File: src/sv/assert_macros.svh
//------------------------------------------------------------------------------
// Assertion macros
// Concurrent assertion wrappers shared by the RTL. Synthesis builds see empty
// bodies.
//------------------------------------------------------------------------------
`ifndef ASSERT_MACROS_SVH
`define ASSERT_MACROS_SVH

`ifndef SYNTHESIS

// Same-cycle implication, disabled while reset is high.
`define ASSERT_IMPLIES(label, clk, rst, ante, cons) \
   label: assert property (@(posedge clk) disable iff (rst) (ante) |-> (cons)) \
      else $error("assertion failed");

// Next-cycle implication, disabled while reset is high.
`define ASSERT_NEXT(label, clk, rst, ante, cons) \
   label: assert property (@(posedge clk) disable iff (rst) (ante) |=> (cons)) \
      else $error("assertion failed");

`else

`define ASSERT_IMPLIES(label, clk, rst, ante, cons)
`define ASSERT_NEXT(label, clk, rst, ante, cons)

`endif

`endif

File: src/sv/ilp_pkg.sv
//------------------------------------------------------------------------------
// ilp_pkg
// Shared types and codes of the integer literal parser.
//------------------------------------------------------------------------------
`timescale 1ns / 1ps

package ilp_pkg;

   localparam int VALUE_W = 64;
   localparam int BITS_W  = 7;
   localparam int STAT_W  = 3;

   // Status codes of a result word.
   localparam logic [STAT_W-1:0] ST_OK           = 3'd0;
   localparam logic [STAT_W-1:0] ST_NOT_INT      = 3'd1;
   localparam logic [STAT_W-1:0] ST_NEG_UNSIGNED = 3'd2;
   localparam logic [STAT_W-1:0] ST_MALFORMED    = 3'd3;
   localparam logic [STAT_W-1:0] ST_RANGE        = 3'd4;

   // One input word, unpacked.
   typedef struct packed {
      logic [7:0]        ch;
      logic              no_char;
      logic              last;
      logic              integer_type;
      logic              signed_type;
      logic [BITS_W-1:0] int_bits;
      logic              negative;
   } item_type;

   // Finished literal handed from the accumulator to the checker.
   typedef struct packed {
      logic [VALUE_W-1:0] magnitude;
      logic               digit_seen;
      logic               bad_char;
      logic               overflowed;
      logic               is_int;
      logic               signed_tgt;
      logic               neg;
      logic [VALUE_W-1:0] mask;
      logic [VALUE_W-1:0] limit;
   } fin_type;

   // One result word, unpacked.
   typedef struct packed {
      logic [VALUE_W-1:0] value;
      logic [STAT_W-1:0]  status;
   } result_type;

endpackage

File: src/sv/integer_literal_parser_unit.sv
//------------------------------------------------------------------------------
// integer_literal_parser_unit
// Parses an integer literal streamed one character per word into a value.
//------------------------------------------------------------------------------
//
//   channel  direction  word contents
//   req      in         one character plus target type fields; tlast ends it
//   rsp      out        one value and status per literal
//
// One word can be taken every cycle, except while a last word in the input
// register waits for room in the check stage. The accumulator folds each word
// from the input register into the literal state; a last word also loads the
// check stage, whose result is captured in the output register and offered on rsp.
// Synchronous reset clears every valid flag and the literal state. A stall on
// rsp backs up through the check stage; only last words wait for room there.
`timescale 1ns / 1ps
`include "assert_macros.svh"

module integer_literal_parser_unit import ilp_pkg::*; (
   input  logic        clock,
   input  logic        reset,
   // Input word stream.
   input  logic        req_tvalid,
   output logic        req_tready,
   // [7:0] ch, [8] integer_type, [9] signed_type, [16:10] int_bits,
   // [17] negative, [23:18] zero.
   input  logic [23:0] req_tdata,
   // [0] no_char.
   input  logic        req_tuser,
   input  logic        req_tlast,
   // Result stream.
   output logic        rsp_tvalid,
   input  logic        rsp_tready,
   // [63:0] value, [66:64] status, [71:67] zero.
   output logic [71:0] rsp_tdata
);

   // Input register: one word, loaded whenever it is empty or draining.
   logic       in_vld_ff, in_vld_in;
   item_type   in_ff;
   item_type   req_item;

   // The check stage holds one finished literal; the output register one result.
   logic       fin_vld_ff, fin_vld_in;
   logic       out_vld_ff, out_vld_in;
   result_type out_ff;

   fin_type    fin;
   result_type result;

   logic       out_rdy;
   logic       fin_rdy;
   logic       fin_go;
   logic       in_go;
   logic       req_take;

   always_comb begin
      req_item.ch           = req_tdata[7:0];
      req_item.no_char      = req_tuser;
      req_item.last         = req_tlast;
      req_item.integer_type = req_tdata[8];
      req_item.signed_type  = req_tdata[9];
      req_item.int_bits     = req_tdata[16:10];
      req_item.negative     = req_tdata[17];
   end

   // Each stage advances when the one after it has room or is draining; non-last words need not wait.
   assign out_rdy    = !out_vld_ff || rsp_tready;
   assign fin_go     = fin_vld_ff && out_rdy;
   assign fin_rdy    = !fin_vld_ff || out_rdy;
   assign in_go      = in_vld_ff && (!in_ff.last || fin_rdy);
   assign req_tready = !in_vld_ff || in_go;
   assign req_take   = req_tvalid && req_tready;

   always_comb begin
      in_vld_in = in_vld_ff;
      if (req_take) begin
         in_vld_in = 1'b1;
      end else if (in_go) begin
         in_vld_in = 1'b0;
      end

      fin_vld_in = fin_vld_ff;
      if (in_go && in_ff.last) begin
         fin_vld_in = 1'b1;
      end else if (fin_go) begin
         fin_vld_in = 1'b0;
      end

      out_vld_in = out_vld_ff;
      if (fin_go) begin
         out_vld_in = 1'b1;
      end else if (rsp_tready) begin
         out_vld_in = 1'b0;
      end
   end

   always_ff @(posedge clock) begin
      if (reset) begin
         in_vld_ff  <= 1'b0;
         fin_vld_ff <= 1'b0;
         out_vld_ff <= 1'b0;
      end else begin
         in_vld_ff  <= in_vld_in;
         fin_vld_ff <= fin_vld_in;
         out_vld_ff <= out_vld_in;
      end
   end

   always_ff @(posedge clock) begin
      if (req_take) begin
         in_ff <= req_item;
      end
      if (fin_go) begin
         out_ff <= result;
      end
   end

   ilp_accum u_accum (
      .clock (clock),
      .reset (reset),
      .step  (in_go),
      .item  (in_ff),
      .fin   (fin)
   );

   ilp_check u_check (
      .clock  (clock),
      .load   (in_go && in_ff.last),
      .fin    (fin),
      .result (result)
   );

   assign rsp_tvalid = out_vld_ff;
   assign rsp_tdata  = {5'd0, out_ff.status, out_ff.value};

   // A failed status never carries a value.
   `ASSERT_IMPLIES(a_fail_zero, clock, reset,
      out_vld_ff && (out_ff.status != ST_OK), out_ff.value == '0)
   // A finished literal always reaches the check stage.
   `ASSERT_NEXT(a_last_to_fin, clock, reset, in_go && in_ff.last, fin_vld_ff)
   // No result appears without a finished literal behind it.
   `ASSERT_NEXT(a_no_phantom, clock, reset, out_rdy && !fin_vld_ff, !out_vld_ff)
   // Non-last words never wait on the result side.
   `ASSERT_IMPLIES(a_free_flow, clock, reset, in_vld_ff && !in_ff.last, in_go)

endmodule

File: src/sv/ilp_accum.sv
//------------------------------------------------------------------------------
// ilp_accum
// Per-character state of the literal: radix prefix, magnitude, sticky flags.
//------------------------------------------------------------------------------
`timescale 1ns / 1ps

module ilp_accum import ilp_pkg::*; (
   input  logic     clock,
   input  logic     reset,
   input  logic     step,
   input  item_type item,
   output fin_type  fin
);

   localparam logic [1:0] RADIX_DEC = 2'd0;
   localparam logic [1:0] RADIX_HEX = 2'd1;
   localparam logic [1:0] RADIX_BIN = 2'd2;

   localparam logic [7:0] CH_ZERO  = 8'h30;
   localparam logic [7:0] CH_NINE  = 8'h39;
   localparam logic [7:0] CH_LO_A  = 8'h61;
   localparam logic [7:0] CH_LO_F  = 8'h66;
   localparam logic [7:0] CH_UP_A  = 8'h41;
   localparam logic [7:0] CH_UP_F  = 8'h46;
   localparam logic [7:0] CH_LO_X  = 8'h78;
   localparam logic [7:0] CH_UP_X  = 8'h58;
   localparam logic [7:0] CH_LO_B  = 8'h62;
   localparam logic [7:0] CH_UP_B  = 8'h42;

   // Returns {valid, digit} for character c in the given radix.
   function automatic logic [4:0] digit_of(input logic [7:0] c, input logic [1:0] radix);
      logic [3:0] d;
      logic       ok;
      d  = 4'd0;
      ok = 1'b0;
      if (c inside {[CH_ZERO:CH_NINE]}) begin
         d  = 4'(c - CH_ZERO);
         ok = 1'b1;
      end else if (c inside {[CH_LO_A:CH_LO_F]}) begin
         d  = 4'(c - CH_LO_A + 8'd10);
         ok = 1'b1;
      end else if (c inside {[CH_UP_A:CH_UP_F]}) begin
         d  = 4'(c - CH_UP_A + 8'd10);
         ok = 1'b1;
      end
      case (radix)
         RADIX_HEX: ok = ok;
         RADIX_BIN: ok = ok && (d < 4'd2);
         default:   ok = ok && (d < 4'd10);
      endcase
      return {ok, d};
   endfunction

   logic [VALUE_W-1:0] mag_ff, mag_in;
   logic [1:0]         idx_ff, idx_in;
   logic               fz_ff, fz_in;
   logic [1:0]         radix_ff, radix_in;
   logic               seen_ff, seen_in;
   logic               bad_ff, bad_in;
   logic               ovf_ff, ovf_in;

   logic [4:0]         dig;
   logic [VALUE_W+3:0] prod;
   logic               is_prefix;
   logic [BITS_W-1:0]  nbits;
   logic [VALUE_W-1:0] mask;

   assign dig = digit_of(item.ch, radix_ff);

   always_comb begin
      case (radix_ff)
         RADIX_HEX: prod = {mag_ff, 4'd0} + {64'd0, dig[3:0]};
         RADIX_BIN: prod = {3'd0, mag_ff, 1'b0} + {64'd0, dig[3:0]};
         default:   prod = {1'b0, mag_ff, 3'd0} + {3'd0, mag_ff, 1'b0}
                           + {64'd0, dig[3:0]};
      endcase
   end

   assign is_prefix = (idx_ff == 2'd1) && fz_ff && (radix_ff == RADIX_DEC) &&
                      (item.ch == CH_LO_X || item.ch == CH_UP_X ||
                       item.ch == CH_LO_B || item.ch == CH_UP_B);

   always_comb begin
      mag_in   = mag_ff;
      idx_in   = idx_ff;
      fz_in    = fz_ff;
      radix_in = radix_ff;
      seen_in  = seen_ff;
      bad_in   = bad_ff;
      ovf_in   = ovf_ff;
      if (!item.no_char) begin
         if (is_prefix) begin
            radix_in = (item.ch == CH_LO_X || item.ch == CH_UP_X) ? RADIX_HEX : RADIX_BIN;
            mag_in   = '0;
            seen_in  = 1'b0;
            idx_in   = 2'd2;
         end else begin
            if (idx_ff == 2'd0 && item.ch == CH_ZERO) begin
               fz_in = 1'b1;
            end
            if (idx_ff != 2'd2) begin
               idx_in = idx_ff + 2'd1;
            end
            if (!dig[4]) begin
               bad_in = 1'b1;
            end else begin
               mag_in  = prod[VALUE_W-1:0];
               ovf_in  = ovf_ff | (|prod[VALUE_W+3:VALUE_W]);
               seen_in = 1'b1;
            end
         end
      end
   end

   // Target width, clamped to 1..64, and the masks that follow from it.
   always_comb begin
      if (item.int_bits == '0) begin
         nbits = 7'd1;
      end else if (item.int_bits > 7'd64) begin
         nbits = 7'd64;
      end else begin
         nbits = item.int_bits;
      end
   end

   assign mask = {VALUE_W{1'b1}} >> (7'd64 - nbits);

   always_comb begin
      fin.magnitude  = mag_in;
      fin.digit_seen = seen_in;
      fin.bad_char   = bad_in;
      fin.overflowed = ovf_in;
      fin.is_int     = item.integer_type;
      fin.signed_tgt = item.signed_type;
      fin.neg        = item.negative;
      fin.mask       = mask;
      if (item.signed_type) begin
         fin.limit = item.negative ? (mask >> 1) + 64'd1 : (mask >> 1);
      end else begin
         fin.limit = mask;
      end
   end

   always_ff @(posedge clock) begin
      if (reset || (step && item.last)) begin
         mag_ff   <= '0;
         idx_ff   <= 2'd0;
         fz_ff    <= 1'b0;
         radix_ff <= RADIX_DEC;
         seen_ff  <= 1'b0;
         bad_ff   <= 1'b0;
         ovf_ff   <= 1'b0;
      end else if (step) begin
         mag_ff   <= mag_in;
         idx_ff   <= idx_in;
         fz_ff    <= fz_in;
         radix_ff <= radix_in;
         seen_ff  <= seen_in;
         bad_ff   <= bad_in;
         ovf_ff   <= ovf_in;
      end
   end

endmodule

File: src/sv/ilp_check.sv
//------------------------------------------------------------------------------
// ilp_check
// Holds a finished literal and derives its status and two's-complement value.
//------------------------------------------------------------------------------
`timescale 1ns / 1ps

module ilp_check import ilp_pkg::*; (
   input  logic       clock,
   input  logic       load,
   input  fin_type    fin,
   output result_type result
);

   fin_type fin_ff;

   always_ff @(posedge clock) begin
      if (load) begin
         fin_ff <= fin;
      end
   end

   // Type checks first, then syntax, then range.
   always_comb begin
      result.value = '0;
      if (!fin_ff.is_int) begin
         result.status = ST_NOT_INT;
      end else if (fin_ff.neg && !fin_ff.signed_tgt) begin
         result.status = ST_NEG_UNSIGNED;
      end else if (!fin_ff.digit_seen || fin_ff.bad_char) begin
         result.status = ST_MALFORMED;
      end else if (fin_ff.overflowed || (fin_ff.magnitude > fin_ff.limit)) begin
         result.status = ST_RANGE;
      end else begin
         result.status = ST_OK;
         result.value  = (fin_ff.neg ? (64'd0 - fin_ff.magnitude) : fin_ff.magnitude)
                         & fin_ff.mask;
      end
   end

endmodule
File: config.mk
export PLATFORM = sky130hd
export DESIGN_NAME = integer_literal_parser_unit
export DESIGN_NICKNAME = d
export VERILOG_FILES = /design/src/sv/ilp_pkg.sv /design/src/sv/integer_literal_parser_unit.sv /design/src/sv/ilp_accum.sv /design/src/sv/ilp_check.sv
export VERILOG_INCLUDE_DIRS = /design/src /design/src/sv
export SDC_FILE = /design/constraint.sdc
export NUM_CORES = 1
export LEC_CHECK = 0
export BUFFER_PORTS_ARGS = -buffer_cell sky130_fd_sc_hd__buf_2
export CAP_MARGIN = 15
export CORE_UTILIZATION = 63
export DETAILED_ROUTE_END_ITERATION = 7
export HOLD_SLACK_MARGIN = 0.02
export PLACE_DENSITY = 0.81
export SETUP_SLACK_MARGIN = 0.2
export SLEW_MARGIN = 30
export SYNTH_ARGS = -nofsm -noshare
export SYNTH_HDL_FRONTEND = slang
export SYNTH_SLANG_ARGS = --single-unit
File: constraint.sdc
create_clock -name clock -period 25.2 [get_ports clock]
set_clock_uncertainty 0.2 [all_clocks]
set_input_delay 5.04 -clock clock [delete_from_list [all_inputs] [get_ports clock]]
set_output_delay 5.04 -clock clock [all_outputs]
set_load 0.05 [all_outputs]
Word level (Yosys, flattened, before mapping):

Cells that the tools add are included.

* bits in registers: 360
* word-level logic and storage cells: 147
* output and inout port bits: 74

* reductions and logical operators: 43
* bitwise gates (word level): 5
* order comparisons: 10
* add/subtract/negate cells: 13
* mux-type cells: 37
* eq/ne operators: 9
* shift-type cells: 1

Operators by type and width (number)
* 2-to-1 mux 64 bit: 6
* adder 68 x 4 -> 68 bit: 2
* one-hot mux 68 bit (2 select lines): 1
* adder 67 x 65 -> 68 bit: 1
* adder 65 x 4 -> 66 bit: 1
* adder 63 x 1 -> 64 bit, second input constant: 1
* AND 64 bit: 1
* > comparator 64 bit: 1
* right shift 64 x 7 -> 64 bit, first input constant: 1
* subtractor 1 x 64 -> 64 bit, first input constant: 1
* == test 8 x 7 -> 1 bit, second input constant: 4
* 2-to-1 mux 1 bit: 18
* greater-or-equal comparator 8 x 7 -> 1 bit, second input constant: 2
* less-or-equal comparator 8 x 7 -> 1 bit, second input constant: 2
* logical AND 1 bit: 14
* 2-to-1 mux 7 bit: 2
* 2-to-1 mux 4 bit: 3
* subtractor 4 x 1 -> 4 bit, second input constant: 3
* logical OR 1 bit: 10
* 2-to-1 mux 2 bit: 5
* adder 4 bit, second input constant: 2
* == test 8 x 6 -> 1 bit, second input constant: 1
* greater-or-equal comparator 8 x 6 -> 1 bit, second input constant: 1
* less-or-equal comparator 8 x 6 -> 1 bit, second input constant: 1
* 20 further kinds: 34

Logic depth before layout (Yosys ltp):

* word-level depth: 12
* mapped depth: 20

Modules after synthesis:

A second synthesis with hierarchy kept.

* cells, all modules: 2850
* area, all modules: 25878.6 um2

By module, submodules not included
* ilp_accum: cells an instance 1985, sequential area each 1441.4 um2, area each 13341.5 um2, instances 1
* ilp_check: cells an instance 755, sequential area each 5945.7 um2, area each 9715.6 um2, instances 1
* integer_literal_parser_unit: cells an instance 110, sequential area each 2672.6 um2, area each 2821.5 um2, instances 1

Worst setup path after synthesis:

No wires, ideal clock.

* path type: input-to-reg
* start: input rsp_tready
* end: register u_accum.mag_ff[63]
* cell stages on the path: 7
* data arrival time: 11271 ps
* slack: 13612 ps
* path through: nor2b_1 -> nand3_1 -> and3_1 -> nor2_1 -> nand2_1 -> nor2_1 -> a32o_1

* cells in the longest elaborated chain, start to end: 6

Ends and longest elaborated chain
* start: declaration: line integer_literal_parser_unit.sv:33 `input logic rsp_tready,`
* logical OR 1 bit *: line integer_literal_parser_unit.sv:68 `assign out_rdy = !out_vld_ff || rsp_tready;`
* logical OR 1 bit *: line integer_literal_parser_unit.sv:70 `assign fin_rdy = !fin_vld_ff || out_rdy;`
* logical OR 1 bit *: line integer_literal_parser_unit.sv:71 `assign in_go = in_vld_ff && (!in_ff.last || fin_rdy);`
* logical AND 1 bit *: line integer_literal_parser_unit.sv:71
* logical AND 1 bit: line ilp_accum.sv:145 `if (reset || (step && item.last)) begin`
* logical OR 1 bit: line ilp_accum.sv:145
* end signal: assignment: line ilp_accum.sv:154 `mag_ff <= mag_in;`
* end: declaration: line ilp_accum.sv:54 `logic [VALUE_W-1:0] mag_ff, mag_in;`

Mark *: on every way between the ends. The rest lies on a longest branch, timed or not.
A chain may end at the register's enable or synchronous reset.

Final worst setup path:

* start: input rsp_tready
* end: output req_tready

* cells in the longest elaborated chain, start to end: 5

Ends and longest elaborated chain
* logical OR 1 bit: line integer_literal_parser_unit.sv:68
* logical OR 1 bit: line integer_literal_parser_unit.sv:70
* logical OR 1 bit: line integer_literal_parser_unit.sv:71
* logical AND 1 bit: line integer_literal_parser_unit.sv:71
* logical OR 1 bit: line integer_literal_parser_unit.sv:72 `assign req_tready = !in_vld_ff || in_go;`
* end: declaration: line integer_literal_parser_unit.sv:24 `output logic req_tready,`

Every way passes these cells.

==> run metrics <==
Yosys top cell area share 0.3322; setup ws final ~14000 ps; CTS root buffer clkbuf_16; Most used DFF post-synth edfxtp_1; Ant. Diodes 0; area leader, netlist edfxtp_1; row cnt 73; met3 usage in global routing 0.05070; Starting DRT DRC Count roughly 2700; violated checks design-rule violations; Placer Congestion between 0.9 and 1; Finish-stage setup viols 0; post-synthesis cell area 25760 um2; Initial Utilization 0.6439; Crit Path Category in2out; Post-synth top cells nand2_1, edfxtp_1, nor2_1; pin slew with the least headroom to its limit between 900 and 1000 ps; post-CTS sizing 0; Place WS roughly 14000 ps; htree depth 2; initial antenna violation count 3; Synth cell types 92; Clock Latency Late Sink approximately 540 ps; post-synthesis register bit count 360; crit-path max FO 5; overflow left after global routing 0; Leakage approximately 0.011 uW; Layout fillers ~3000; Final Hold Fails 0; area delta synth->final 7.723%; status finished with violations; maximum vdd drop about 0.043 mV; final period utilization 0.4473; critical path, cell by cell buf_2, nor2b_1, nand4_1, buf_2; asr flop ratio synth 0; CTS Buf Count 37; Max Clock Freq 88.72 MHz; Post-Syn Instances 2882; arrival time worst endpoint about 6000 ps; largest net degree at the start of global routing between 80 and 90; critical path data required time around 20000 ps; routed len/inst approximately 23 um; clk sinks 360; Max Cap Violations 0; clk slew on worst S/H paths approximately 60 ps; GR peak layer met2; GRT Total Usage 0.3756; ranking of synthesized cells by area edfxtp_1, ha_1, dfxtp_1; startpoint class of the critical path primary input; critical path endpoint category output pin; Die X ~200 um; vias in the first global route roughly 22000; DRC 5; Max-slew headroom 0.3747; min-delay worst type reg2reg; final max-slew violation count 0; Register Area a little over 10000 um2; first-pass GRT wire length between 100000 and 150000 um; Chip Height around 200 um; num ports roughly 100; global-route met2 utilization 0.6075; RSZ-0062 raised after global routing false; clk buf depth 3; Final min period ~11000 ps; drt pass-1 iters 8; TritonCTS clock tree built; Net count, final 3128; share of cells above drive strength 1 0.07853; most frequent cell after synthesis nand2_1; yosys synthesis warning count 0; IO buf count 92; DR vias roughly 23000; post-DP HPWL 58770 um; # hold bufs at CTS 0; Multi-input gate area around 15000 um2; Post-synth EDFFs roughly 290; setup TNS 0 ps; full die area ~42000 um2; final wirelength 79040 um; Post-CTS Setup Repair Bufs 0; drt via density 6.807; area of the core roughly 40000 um2; CP max stage delay about 400 ps; CP most frequent cell buf_2; slowest CP cell nor2b_1; Seq/Total Area, Yosys 0.3905; met1 Use GR 0.5103; Routed Antenna Nets 0; P per Cell Area 52.49 nW/um2; Syn Area/Cell roughly 9 um2
cells by family (layout without fill, tap and decap cells):
group | Yosys count | count (layout) | share of synthesized area
AND/OR/NAND/NOR | 994 | 994 | 0.1840
AO/OA/AOI/OAI | 805 | 805 | 0.2042
flip-flops | 360 | 360 | 0.3905
buffers and inverters | 298 | 328 | 0.04435
adder cells (fa/ha/maj) | 213 | 213 | 0.1041
XOR/XNOR | 195 | 195 | 0.06630
multiplexers | 16 | 16 | 0.006314
other | 1 | 5 | 0.0001456
path summary, 6_finish.rpt:
kind                                 start                   to  slack (ps)  cells after the start
worst max-delay path            rsp_tready           req_tready       13930                      4
worst min-delay path              in_ff[9]  u_check.fin_ff[130]         250                      0
worst max register to register   in_ff[13]  u_check.fin_ff[190]       18490                     20
worst min register to register    in_ff[9]  u_check.fin_ff[130]         250                      0
flip-flops by register name, summed over array words and instances (netlist names), 2 cells and up:
register	cells
in_ff	20
rsp_tdata	67
u_accum.idx_ff	2
u_accum.mag_ff	64
u_accum.radix_ff	2
u_check.fin_ff	198
stage by stage:
stage               total power [uW]  area [um2]  hold slack, ps    util  std cells
CTS                             1447       27740           266.7  0.6934       3441
finish                          1456       27750           250.5  0.6936       3441
global route                    1493       27750           273.0  0.6936       3441
detailed placement             901.9       26530           245.8  0.6630       3373
global placement               895.3       26530           204.7  0.6630       3373
floorplan                      838.4       25770           200.3       -       2886
power breakdown:
| group | internal [uW] | switching, uW |
|---|---|---|
| clock network | 319 | 239 |
| logic | 63.8 | 154 |
| registers | 665 | 16.1 |
cells in the final DEF (no fill, tap or decap), drive strengths merged, types with 38 or more instances in the layout:
cell type  instances
nor3              48
dfxtp             75
clkbuf            45
nor4              78
a21oi            214
ha               208
o21ai            202
inv              138
nand2            354
xnor2            145
nand4             61
nor2             240
xor2              50
a21o              72
buf              125
nand3             70
o31ai             38
edfxtp           285
layout make-up:
class / count / area share
well taps: 525 / 0.02367
clock inverters: 23 / 0.007440
multi-input cells: 2228 / 0.5260
repair buffers: 125 / 0.02579
inverters: 135 / 0.01826
clock buffers: 45 / 0.03634
flip-flops and latches: 360 / 0.3625
metal layers:
layer / routed length [um] / vias to the layer above / share of wire
met1: 31590 / 11030 / 0.40
met3: 8140 / 239 / 0.10
met5: 31 / - / 0.00039
met4: 3316 / 4 / 0.042
li1: - / 10675 / -
met2: 35960 / 1476 / 0.45
critical path, delay by kind of cell:
| family | cells | cell delay (ps) |
|---|---|---|
| AND/OR/NAND/NOR | 2 | 620 |
| buffers and inverters | 2 | 370 |
Power figures use the tool's default switching activity.
